==> config.mk <==
export PLATFORM = sky130hd
export DESIGN_NAME = hash_table_quadratic_probe
export DESIGN_NICKNAME = d
export VERILOG_FILES = /design/src/rtl/hqp_pkg.sv /design/src/rtl/hqp_mod_unit.sv /design/src/rtl/hqp_slot_store.sv /design/src/rtl/hqp_ctrl.sv /design/src/rtl/hash_table_quadratic_probe.sv
export VERILOG_INCLUDE_DIRS = /design/src /design/src/rtl
export SDC_FILE = /design/constraint.sdc
export NUM_CORES = 1
export LEC_CHECK = 0
export BUFFER_PORTS_ARGS = -buffer_cell sky130_fd_sc_hd__clkbuf_2
export CORE_ASPECT_RATIO = 1.2
export CORE_UTILIZATION = 25
export DETAILED_ROUTE_END_ITERATION = 8
export PLACE_DENSITY = 0.38
export SYNTH_ARGS = -nofsm -noshare
export SYNTH_HDL_FRONTEND = slang
export SYNTH_SLANG_ARGS = --single-unit
==> constraint.sdc <==
create_clock -name clk_i -period 14.25 [get_ports clk_i]
set_input_delay 0 -clock clk_i [delete_from_list [all_inputs] [get_ports clk_i]]
set_output_delay 0 -clock clk_i [all_outputs]
set_load 0.02 [all_outputs]
==> src/rtl/hash_table_quadratic_probe_assert.svh <==
// ----------------------------------------------------------------------------
// Hash table assertion macros
// Concurrent assertion wrappers for the hash table block, clocked on clk_i.
// ----------------------------------------------------------------------------
`ifndef HASH_TABLE_QUADRATIC_PROBE_ASSERT_SVH
`define HASH_TABLE_QUADRATIC_PROBE_ASSERT_SVH

`ifndef SYNTH
// Checked only while the block is out of reset.
`define HQP_ASSERT(lbl, prop) \
  lbl: assert property (@(posedge clk_i) disable iff (!rst_ni) prop) \
    else $error("hash table assertion failed");
// Checked at every edge, reset included.
`define HQP_ASSERT_ALWAYS(lbl, prop) \
  lbl: assert property (@(posedge clk_i) prop) \
    else $error("hash table assertion failed");
`else
`define HQP_ASSERT(lbl, prop)
`define HQP_ASSERT_ALWAYS(lbl, prop)
`endif

`endif

==> src/rtl/hqp_pkg.sv <==
// ----------------------------------------------------------------------------
// Hash table package
// Sizes, codes and interface structs shared by the hash table modules.
// ----------------------------------------------------------------------------
`timescale 1ns / 1ps

package hqp_pkg;

  localparam int TABLE_SIZE = 7;
  localparam int SLOT_W     = $clog2(TABLE_SIZE);
  localparam int REQ_W      = 2;
  localparam int STAT_W     = 3;
  localparam int KEY_W      = 31;
  localparam int VAL_W      = 32;

  // The key is reduced modulo the table size one hex digit per cycle.
  localparam int DIGIT_W    = 4;
  localparam int MOD_DIGITS = (KEY_W + DIGIT_W - 1) / DIGIT_W;
  localparam int KEY_PAD_W  = MOD_DIGITS * DIGIT_W;
  localparam int DCNT_W     = $clog2(MOD_DIGITS);
  localparam int RED_W      = SLOT_W + DIGIT_W;

  typedef enum logic [REQ_W-1:0] {
    REQ_INSERT = 2'd0,
    REQ_DELETE = 2'd1,
    REQ_SEARCH = 2'd2
  } req_e;

  typedef enum logic [STAT_W-1:0] {
    ST_INSERTED  = 3'd0,
    ST_FULL      = 3'd1,
    ST_DELETED   = 3'd2,
    ST_NOT_FOUND = 3'd3,
    ST_FOUND     = 3'd4
  } status_e;

  typedef enum logic [1:0] {
    S_IDLE,
    S_HASH,
    S_PROBE,
    S_REPLY
  } state_e;

  typedef struct packed {
    logic              ins;
    logic              del;
    logic [SLOT_W-1:0] idx;
    logic [KEY_W-1:0]  key;
    logic [VAL_W-1:0]  value;
  } slot_wr_t;

  typedef struct packed {
    logic             vld;
    logic [KEY_W-1:0] key;
    logic [VAL_W-1:0] value;
  } slot_rd_t;

endpackage

==> src/rtl/hqp_mod_unit.sv <==
// ----------------------------------------------------------------------------
// Hash table home slot unit
// Reduces a key modulo the table size, one hex digit per cycle.
// ----------------------------------------------------------------------------
`timescale 1ns / 1ps

module hqp_mod_unit import hqp_pkg::*; (
  input  logic              clk_i,
  input  logic              rst_ni,
  input  logic              load_i,
  input  logic [KEY_W-1:0]  key_i,
  output logic              done_o,
  output logic [SLOT_W-1:0] rem_o
);

  logic                 run_q, run_d;
  logic                 done_q, done_d;
  logic [DCNT_W-1:0]    cnt_q, cnt_d;
  logic [KEY_PAD_W-1:0] sh_q, sh_d;
  logic [SLOT_W-1:0]    rem_q, rem_d;
  logic [RED_W-1:0]     red;

  // The partial remainder times sixteen plus a digit stays below sixteen
  // times the table size, so four conditional subtractions bring it back.
  always_comb begin
    red = {rem_q, sh_q[KEY_PAD_W-1 -: DIGIT_W]};
    for (int k = DIGIT_W - 1; k >= 0; k--) begin
      if (red >= RED_W'(TABLE_SIZE << k)) begin
        red = red - RED_W'(TABLE_SIZE << k);
      end
    end
  end

  always_comb begin
    run_d  = run_q;
    cnt_d  = cnt_q;
    sh_d   = sh_q;
    rem_d  = rem_q;
    done_d = run_q && (cnt_q == '0);
    if (load_i) begin
      run_d  = 1'b1;
      cnt_d  = DCNT_W'(MOD_DIGITS - 1);
      sh_d   = KEY_PAD_W'(key_i);
      rem_d  = '0;
      done_d = 1'b0;
    end else if (run_q) begin
      sh_d  = sh_q << DIGIT_W;
      rem_d = red[SLOT_W-1:0];
      cnt_d = cnt_q - 1'b1;
      if (cnt_q == '0) begin
        run_d = 1'b0;
      end
    end
  end

  always_ff @(posedge clk_i or negedge rst_ni) begin
    if (!rst_ni) begin
      run_q  <= 1'b0;
      done_q <= 1'b0;
      cnt_q  <= '0;
    end else begin
      run_q  <= run_d;
      done_q <= done_d;
      cnt_q  <= cnt_d;
    end
  end

  always_ff @(posedge clk_i) begin
    sh_q  <= sh_d;
    rem_q <= rem_d;
  end

  assign done_o = done_q;
  assign rem_o  = rem_q;

endmodule

==> src/rtl/hqp_slot_store.sv <==
// ----------------------------------------------------------------------------
// Hash table slot store
// Per-slot valid bits, keys and values with one write and one read port.
// ----------------------------------------------------------------------------
`timescale 1ns / 1ps

module hqp_slot_store import hqp_pkg::*; (
  input  logic              clk_i,
  input  logic              rst_ni,
  input  slot_wr_t          wr_i,
  input  logic [SLOT_W-1:0] rd_idx_i,
  output slot_rd_t          rd_o
);

  logic [TABLE_SIZE-1:0] valid_q, valid_d;
  logic [KEY_W-1:0]      key_q [TABLE_SIZE];
  logic [VAL_W-1:0]      val_q [TABLE_SIZE];

  always_comb begin
    valid_d = valid_q;
    if (wr_i.ins) begin
      valid_d[wr_i.idx] = 1'b1;
    end else if (wr_i.del) begin
      valid_d[wr_i.idx] = 1'b0;
    end
  end

  always_ff @(posedge clk_i or negedge rst_ni) begin
    if (!rst_ni) begin
      valid_q <= '0;
    end else begin
      valid_q <= valid_d;
    end
  end

  // A deleted slot keeps stale contents; its valid bit hides them.
  always_ff @(posedge clk_i) begin
    if (wr_i.ins) begin
      key_q[wr_i.idx] <= wr_i.key;
      val_q[wr_i.idx] <= wr_i.value;
    end
  end

  always_comb begin
    rd_o.vld   = valid_q[rd_idx_i];
    rd_o.key   = key_q[rd_idx_i];
    rd_o.value = val_q[rd_idx_i];
  end

endmodule

==> src/rtl/hqp_ctrl.sv <==
// ----------------------------------------------------------------------------
// Hash table probe sequencer
// Walks the quadratic probe sequence one slot per cycle and decides each request.
// ----------------------------------------------------------------------------
`timescale 1ns / 1ps

module hqp_ctrl import hqp_pkg::*; (
  input  logic              clk_i,
  input  logic              rst_ni,
  input  logic              start_i,
  input  logic [REQ_W-1:0]  req_type_i,
  input  logic [KEY_W-1:0]  key_i,
  input  logic [VAL_W-1:0]  value_in_i,
  input  logic              mod_done_i,
  input  logic [SLOT_W-1:0] home_i,
  input  slot_rd_t          rd_i,
  output logic              busy_o,
  output logic [SLOT_W-1:0] rd_idx_o,
  output slot_wr_t          wr_o,
  output logic              done_o,
  output logic [STAT_W-1:0] status_o,
  output logic [VAL_W-1:0]  value_out_o
);

  state_e            state_q, state_d;
  logic [REQ_W-1:0]  req_q;
  logic [KEY_W-1:0]  key_q;
  logic [VAL_W-1:0]  val_q;
  logic [SLOT_W-1:0] pos_q, step_q, idx_q;
  status_e           status_q;
  logic [VAL_W-1:0]  vout_q;

  logic              accept;
  logic              hit, first, last;
  logic              fin;
  status_e           fin_status;
  logic [VAL_W-1:0]  fin_value;
  slot_wr_t          wr_c;
  logic [SLOT_W:0]   psum, ssum;
  logic [SLOT_W-1:0] pos_nxt, step_nxt;

  assign accept = start_i && (state_q == S_IDLE);

  // Consecutive squares differ by the next odd number, so both the slot and
  // the increment advance with an add and one conditional subtract.
  always_comb begin
    psum     = (SLOT_W+1)'(pos_q) + (SLOT_W+1)'(step_q);
    ssum     = (SLOT_W+1)'(step_q) + (SLOT_W+1)'(2);
    pos_nxt  = (psum >= (SLOT_W+1)'(TABLE_SIZE)) ?
               SLOT_W'(psum - (SLOT_W+1)'(TABLE_SIZE)) : SLOT_W'(psum);
    step_nxt = (ssum >= (SLOT_W+1)'(TABLE_SIZE)) ?
               SLOT_W'(ssum - (SLOT_W+1)'(TABLE_SIZE)) : SLOT_W'(ssum);
  end

  // An empty home slot does not end a search or delete; an empty slot
  // further along the sequence does.
  always_comb begin
    hit        = rd_i.vld && (rd_i.key == key_q);
    first      = (idx_q == '0);
    last       = (idx_q == SLOT_W'(TABLE_SIZE - 1));
    fin        = 1'b0;
    fin_status = ST_NOT_FOUND;
    fin_value  = '0;
    wr_c.ins   = 1'b0;
    wr_c.del   = 1'b0;
    wr_c.idx   = pos_q;
    wr_c.key   = key_q;
    wr_c.value = val_q;
    case (req_e'(req_q))
      REQ_INSERT: begin
        if (!rd_i.vld) begin
          fin        = 1'b1;
          fin_status = ST_INSERTED;
          wr_c.ins   = 1'b1;
        end else if (last) begin
          fin        = 1'b1;
          fin_status = ST_FULL;
        end
      end
      REQ_DELETE: begin
        if (hit) begin
          fin        = 1'b1;
          fin_status = ST_DELETED;
          wr_c.del   = 1'b1;
        end else if ((!rd_i.vld && !first) || last) begin
          fin = 1'b1;
        end
      end
      REQ_SEARCH: begin
        if (hit) begin
          fin        = 1'b1;
          fin_status = ST_FOUND;
          fin_value  = rd_i.value;
        end else if ((!rd_i.vld && !first) || last) begin
          fin = 1'b1;
        end
      end
      default: begin
        fin = 1'b1;
      end
    endcase
  end

  always_comb begin
    state_d = state_q;
    case (state_q)
      S_IDLE:  if (accept) state_d = S_HASH;
      S_HASH:  if (mod_done_i) state_d = S_PROBE;
      S_PROBE: if (fin) state_d = S_REPLY;
      S_REPLY: state_d = S_IDLE;
      default: state_d = S_IDLE;
    endcase
  end

  always_comb begin
    busy_o   = (state_q != S_IDLE);
    done_o   = (state_q == S_REPLY);
    rd_idx_o = pos_q;
    wr_o     = wr_c;
    if (state_q != S_PROBE) begin
      wr_o.ins = 1'b0;
      wr_o.del = 1'b0;
    end
  end

  always_ff @(posedge clk_i or negedge rst_ni) begin
    if (!rst_ni) begin
      state_q <= S_IDLE;
    end else begin
      state_q <= state_d;
    end
  end

  always_ff @(posedge clk_i) begin
    if (accept) begin
      req_q <= req_type_i;
      key_q <= key_i;
      val_q <= value_in_i;
    end
    if ((state_q == S_HASH) && mod_done_i) begin
      pos_q  <= home_i;
      step_q <= SLOT_W'(1);
      idx_q  <= '0;
    end else if (state_q == S_PROBE) begin
      if (fin) begin
        status_q <= fin_status;
        vout_q   <= fin_value;
      end else begin
        pos_q  <= pos_nxt;
        step_q <= step_nxt;
        idx_q  <= idx_q + 1'b1;
      end
    end
  end

  assign status_o    = status_q;
  assign value_out_o = vout_q;

endmodule

==> src/rtl/hash_table_quadratic_probe.sv <==
// ----------------------------------------------------------------------------
// Open-addressing hash table with quadratic probing
// Requests are insert, delete or search on a table of TABLE_SIZE slots.
// A request transaction is taken at a rising edge where start is high and
// busy is low; req_type_i, key_i and value_in_i are sampled there.
// busy stays high until the reply has been shown.
// Every request gives one reply: done_o is high for exactly one cycle with
// status_o and value_out_o valid in that cycle. The receiver cannot stall.
// After the accepting edge the key is reduced modulo the table size one hex
// digit at a time, the home slot is handed to the sequencer, the sequencer
// probes one slot per cycle, 1 to TABLE_SIZE slots in all, and the reply is
// shown. The next request is taken in the cycle after done_o.
// Reset empties every slot through the valid bits at once; no clearing pass.
// ----------------------------------------------------------------------------
`timescale 1ns / 1ps
`include "hash_table_quadratic_probe_assert.svh"

module hash_table_quadratic_probe import hqp_pkg::*; (
  input  logic              clk_i,
  input  logic              rst_ni,
  input  logic              start,
  input  logic [REQ_W-1:0]  req_type_i,
  input  logic [KEY_W-1:0]  key_i,
  input  logic [VAL_W-1:0]  value_in_i,
  output logic              busy,
  output logic              done_o,
  output logic [STAT_W-1:0] status_o,
  output logic [VAL_W-1:0]  value_out_o
);

  logic              mod_done;
  logic [SLOT_W-1:0] home;
  logic [SLOT_W-1:0] rd_idx;
  slot_rd_t          rd;
  slot_wr_t          wr;

  hqp_mod_unit u_mod (
    .clk_i  (clk_i),
    .rst_ni (rst_ni),
    .load_i (start && !busy),
    .key_i  (key_i),
    .done_o (mod_done),
    .rem_o  (home)
  );

  hqp_slot_store u_store (
    .clk_i    (clk_i),
    .rst_ni   (rst_ni),
    .wr_i     (wr),
    .rd_idx_i (rd_idx),
    .rd_o     (rd)
  );

  hqp_ctrl u_ctrl (
    .clk_i       (clk_i),
    .rst_ni      (rst_ni),
    .start_i     (start),
    .req_type_i  (req_type_i),
    .key_i       (key_i),
    .value_in_i  (value_in_i),
    .mod_done_i  (mod_done),
    .home_i      (home),
    .rd_i        (rd),
    .busy_o      (busy),
    .rd_idx_o    (rd_idx),
    .wr_o        (wr),
    .done_o      (done_o),
    .status_o    (status_o),
    .value_out_o (value_out_o)
  );

  `HQP_ASSERT_ALWAYS(a_done_while_busy, done_o |-> busy)
  `HQP_ASSERT(a_accept_sets_busy, (start && !busy) |=> busy)
  `HQP_ASSERT(a_busy_ends_on_reply, $fell(busy) |-> $past(done_o))
  `HQP_ASSERT(a_value_only_found, (done_o && (value_out_o != '0)) |-> (status_o == ST_FOUND))

endmodule

==> impl_metrics.py <==
metrics = {
    "synthesis": {
        "synth_area_mm2": 0.0245,
        "synth_edf_count": 575,
        "synth-seq-cells": 602,
        "seq_area_frac_synth_pct": 72.9,
        "synth.net_count": 1565,
        "netlist_instances": 1470,
        "yosys_warnings": 0,
        "synthArstFlopShare_pct": 2.33,
        "syn_area_per_cell_um2": 16.7,
        "synth.distinct_cells": 74,
        "synth_ff_type": "edfxtp_1",
    },
    "routing": {
        "wl_met1_mm": 28.0,
        "ant_nets": 0,
        "dr.pass1.iters": 7,
        "remaining_drc_errors": 8,
        "met3_length_mm": 2.06,
        "routedWlPerCell_um": 21.3,
        "vias": 13366,
        "viasPerCell": 4.46,
        "dr.first_iter.drc_count": 748,
        "wirelength_mm": 63.8,
        "route.met2.wl_mm": 32.4,
        "top_layer_used": "met5",
    },
    "sta": {
        "setup_viol": 0,
        "finalCriticalPeriod_ps": 5050,
        "worst_slew_pin_slew_ps": 1260,
        "rsz0062_at_grt": "no",
        "final-hold-violation-count": 0,
        "slew_viol_final": 0,
        "max_freq_mhz": 198,
        "tns_ps": 0,
        "maxSlewHeadroom_pct": 15.7,
        "finClkSkew_ps": 26.9,
        "post-route-period-util_pct": 35.4,
    },
    "setup_path": {
        "cp_cell_sequence": "buf_4 -> inv_1 -> a211oi_1 -> nor3_1 -> nand3_1 -> nor2_4 -> buf_4",
        "critical_path_class": "flip-flop to flip-flop",
        "slowest_delay_ps": 1230,
        "cp-end-kind": "flip-flop",
        "cp_max_fo": 34,
        "arrival_ps": 5270,
        "cp-start-kind": "flip-flop",
        "required_ps": 14470,
        "crit_slowest_cell": "nor2_4",
        "cpMostUsedCell": "buf_4",
    },
    "floorplanning": {
        "die_w_um": 288,
        "dieArea_mm2": 0.0993,
        "core_region_area_mm2": 0.0970,
        "fp-row-count": 125,
        "io_pins": 105,
        "die_y_um": 345,
        "start_util_pct": 25.3,
    },
    "finish": {
        "seq_area_mm2": 0.0179,
        "multiInputGateArea_mm2": 0.00625,
        "area_delta_synth_final_pct": 20.1,
        "nFillCells": 9653,
        "insertedDiodeCount": 0,
        "drive_gt1_share_pct": 21.7,
        "fin_nets": 1764,
    },
    "clock_tree": {
        "numCtsBuffers": 71,
        "clock_latency_ps": 610,
        "clk_path_buf_depth": 3,
        "ctsHtreeMaxLevel": 3,
        "path_clk_slew_ps": 60,
        "cts_tree": "done",
        "root_buffer": "clkbuf_16",
        "clock_sinks": 602,
    },
    "global_route": {
        "antenna_found_initial": 1,
        "grt_max_degree": 63,
        "grt_pass1_wl_mm": 94.1,
        "gr-total-overflow": 0,
        "grt.total_usage_pct": 12.9,
        "grt_pass1_vias": 14172,
    },
    "power_and_ir_drop": {
        "vdd_drop_max_uv": 88.2,
        "powerDensity_mw_per_mm2": 206,
        "p_total_uw": 6050,
        "p_leak_uw": 0.00995,
    },
    "outcome": {
        "violations": "DRC",
        "outcome": "complete, but fails checks",
    },
    "hold_path": {
        "hold_class": "input port to flip-flop",
    },
    "place": {
        "gp_congestion": 0.731,
        "dp_hpwl_mm": 39.1,
        "numPortBuffers": 104,
    },
    "run": {
        "cap_violations": 0,
    },
}
## layout make-up
| cell class | instances | share of cell area, % |
|---|---|---|
| Clock buffer | 88 | 6.25 |
| Clock inverter | 41 | 1.31 |
| Inverter | 29 | 0.378 |
| Multi-Input combinational cell | 769 | 21.2 |
| Sequential cell | 602 | 60.8 |
| Tap cell | 1270 | 5.40 |
| Timing Repair Buffer | 196 | 4.69 |
## placed cells by master, fill, tap and decap left out, drive strengths merged, types with 11 or more instances in the layout
master,instances
o211ai,30
dlygate4sd3,68
ha,25
a21oi,75
a21o,22
nand2b,58
nor2b,11
mux2,83
mux4,37
nor2,84
clkbuf,192
dfrtp,14
clkinv,31
nor3,11
buf,24
and3,15
nand4,13
nand3,33
a221oi,23
o21ai,36
mux2i,52
dfxtp,13
nand2,35
edfxtp,575
a211oi,14
inv,32
## metrics by stage
step	cell area (µm²)	cells	utilization (%)	hold slack [ps]	setup slack (ps)
6_report	29400	2995	30.4	103	9200
5_1_grt	29400	2995	30.4	71.8	8690
4_1_cts	29400	2995	30.4	49.4	9030
3_5_place_dp	26500	2798	27.4	-26.7	9040
3_3_place_gp	26500	2798	27.4	-33.5	9110
2_1_floorplan	24500	1470	-	-296	8050
## final timing paths
kind	from	end	slack [ps]	cells after the start
worst max register to register	u_ctrl.rd_idx_o[1]$_DFFE_PP_	u_store.key_q[1][7]$_DFFE_PP_	9200	7
worst min-delay path	value_in_i[15]	u_ctrl.val_q[15]$_DFFE_PP_	100	2
worst max-delay path	u_ctrl.rd_idx_o[1]$_DFFE_PP_	u_store.key_q[1][7]$_DFFE_PP_	9200	7
min in group asynchronous	rst_ni	u_mod.cnt_q[1]$_DFFE_PN0P_	620	3
worst min register to register	u_mod.cnt_q[2]$_DFFE_PN0P_	u_mod.done_o$_DFF_PN0_	480	1
max in group asynchronous	rst_ni	asynchronous set/reset pin	13150	3
## synth_stat cells (4+ instances only)
master	number	area share [%]
o21a_1	7	0.21
nand4b_1	5	0.18
o211ai_1	21	0.64
nor3_2	4	0.16
nand3b_1	8	0.25
o22ai_1	5	0.13
nand2_1	35	0.54
edfxtp_1	575	70
a31oi_1	5	0.13
nand3_1	33	0.67
a22o_1	5	0.18
o21ai_0	33	0.67
a22oi_1	8	0.25
nor2b_1	11	0.28
nand2b_1	58	1.5
dfrtp_1	14	1.4
o211ai_2	9	0.46
nor4_1	9	0.23
o211a_1	7	0.29
mux4_2	37	3.4
nor3_1	7	0.14
clkbuf_1	37	0.57
a211oi_1	12	0.37
inv_1	29	0.44
buf_1	13	0.20
a21oi_1	74	1.5
and2_1	6	0.15
mux2_1	10	0.46
mux2_4	13	0.80
o31ai_1	4	0.12
a21boi_0	4	0.12
nand4_1	13	0.33
buf_6	8	0.37
a221oi_1	22	0.79
buf_2	10	0.20
dfxtp_1	13	1.1
mux2_2	60	2.8
a21o_1	22	0.67
mux2i_1	52	2.1
nor2_1	83	1.3
and3_1	15	0.38
ha_1	25	1.3
xnor2_1	7	0.25
## registers in the layout, summed over array words and instances, names as in the netlist, 3 cells and up, named ones only
name                flops
u_ctrl.val_q           32
u_ctrl.rd_idx_o         3
u_ctrl.key_q           31
u_mod.cnt_q             3
u_ctrl.step_q           3
u_ctrl.status_o         3
u_ctrl.idx_q            3
u_ctrl.value_out_o     32
u_store.key_q         217
u_mod.sh_q             32
u_mod.rem_o             3
u_store.val_q         224
## cells by family after synthesis
logic type,Yosys count,share of synthesized area (%)
flops,602,72.9
compound gates,257,7.29
mux,172,9.54
xor+xnor,8,0.286
simple gates,305,6.67
fa+ha+maj,27,1.44
buf+inv,99,1.84
## critical path: cells and delay by family (launching register included)
kind                   cells  cell delay [ps]
buffers and inverters      3             1580
and+or+nand+nor            3             2440
AOI/OAI and AO/OA          1              230
DFF                        1              380
## power breakdown
part	internal, µW	switching [µW]	leakage, µW
clock network	1020	732	0.00109
logic	751	1090	0.00334
registers	2220	247	0.00553
total	3990	2060	0.00995
## layer usage
layer	vias up	global-route usage (%)
met5	-	0
li1	6189	-
met4	2	3.27
met1	6860	16.2
met2	228	22.8
met3	87	2.43
## repair_timing
item | CTS | global route
endpoints found under the hold margin | 114 | 0
setup buffers | 0 | 0
hold buffers | 68 | 0
gates resized for setup | 0 | 0
Note: power is estimated with default switching activity, not from simulation.
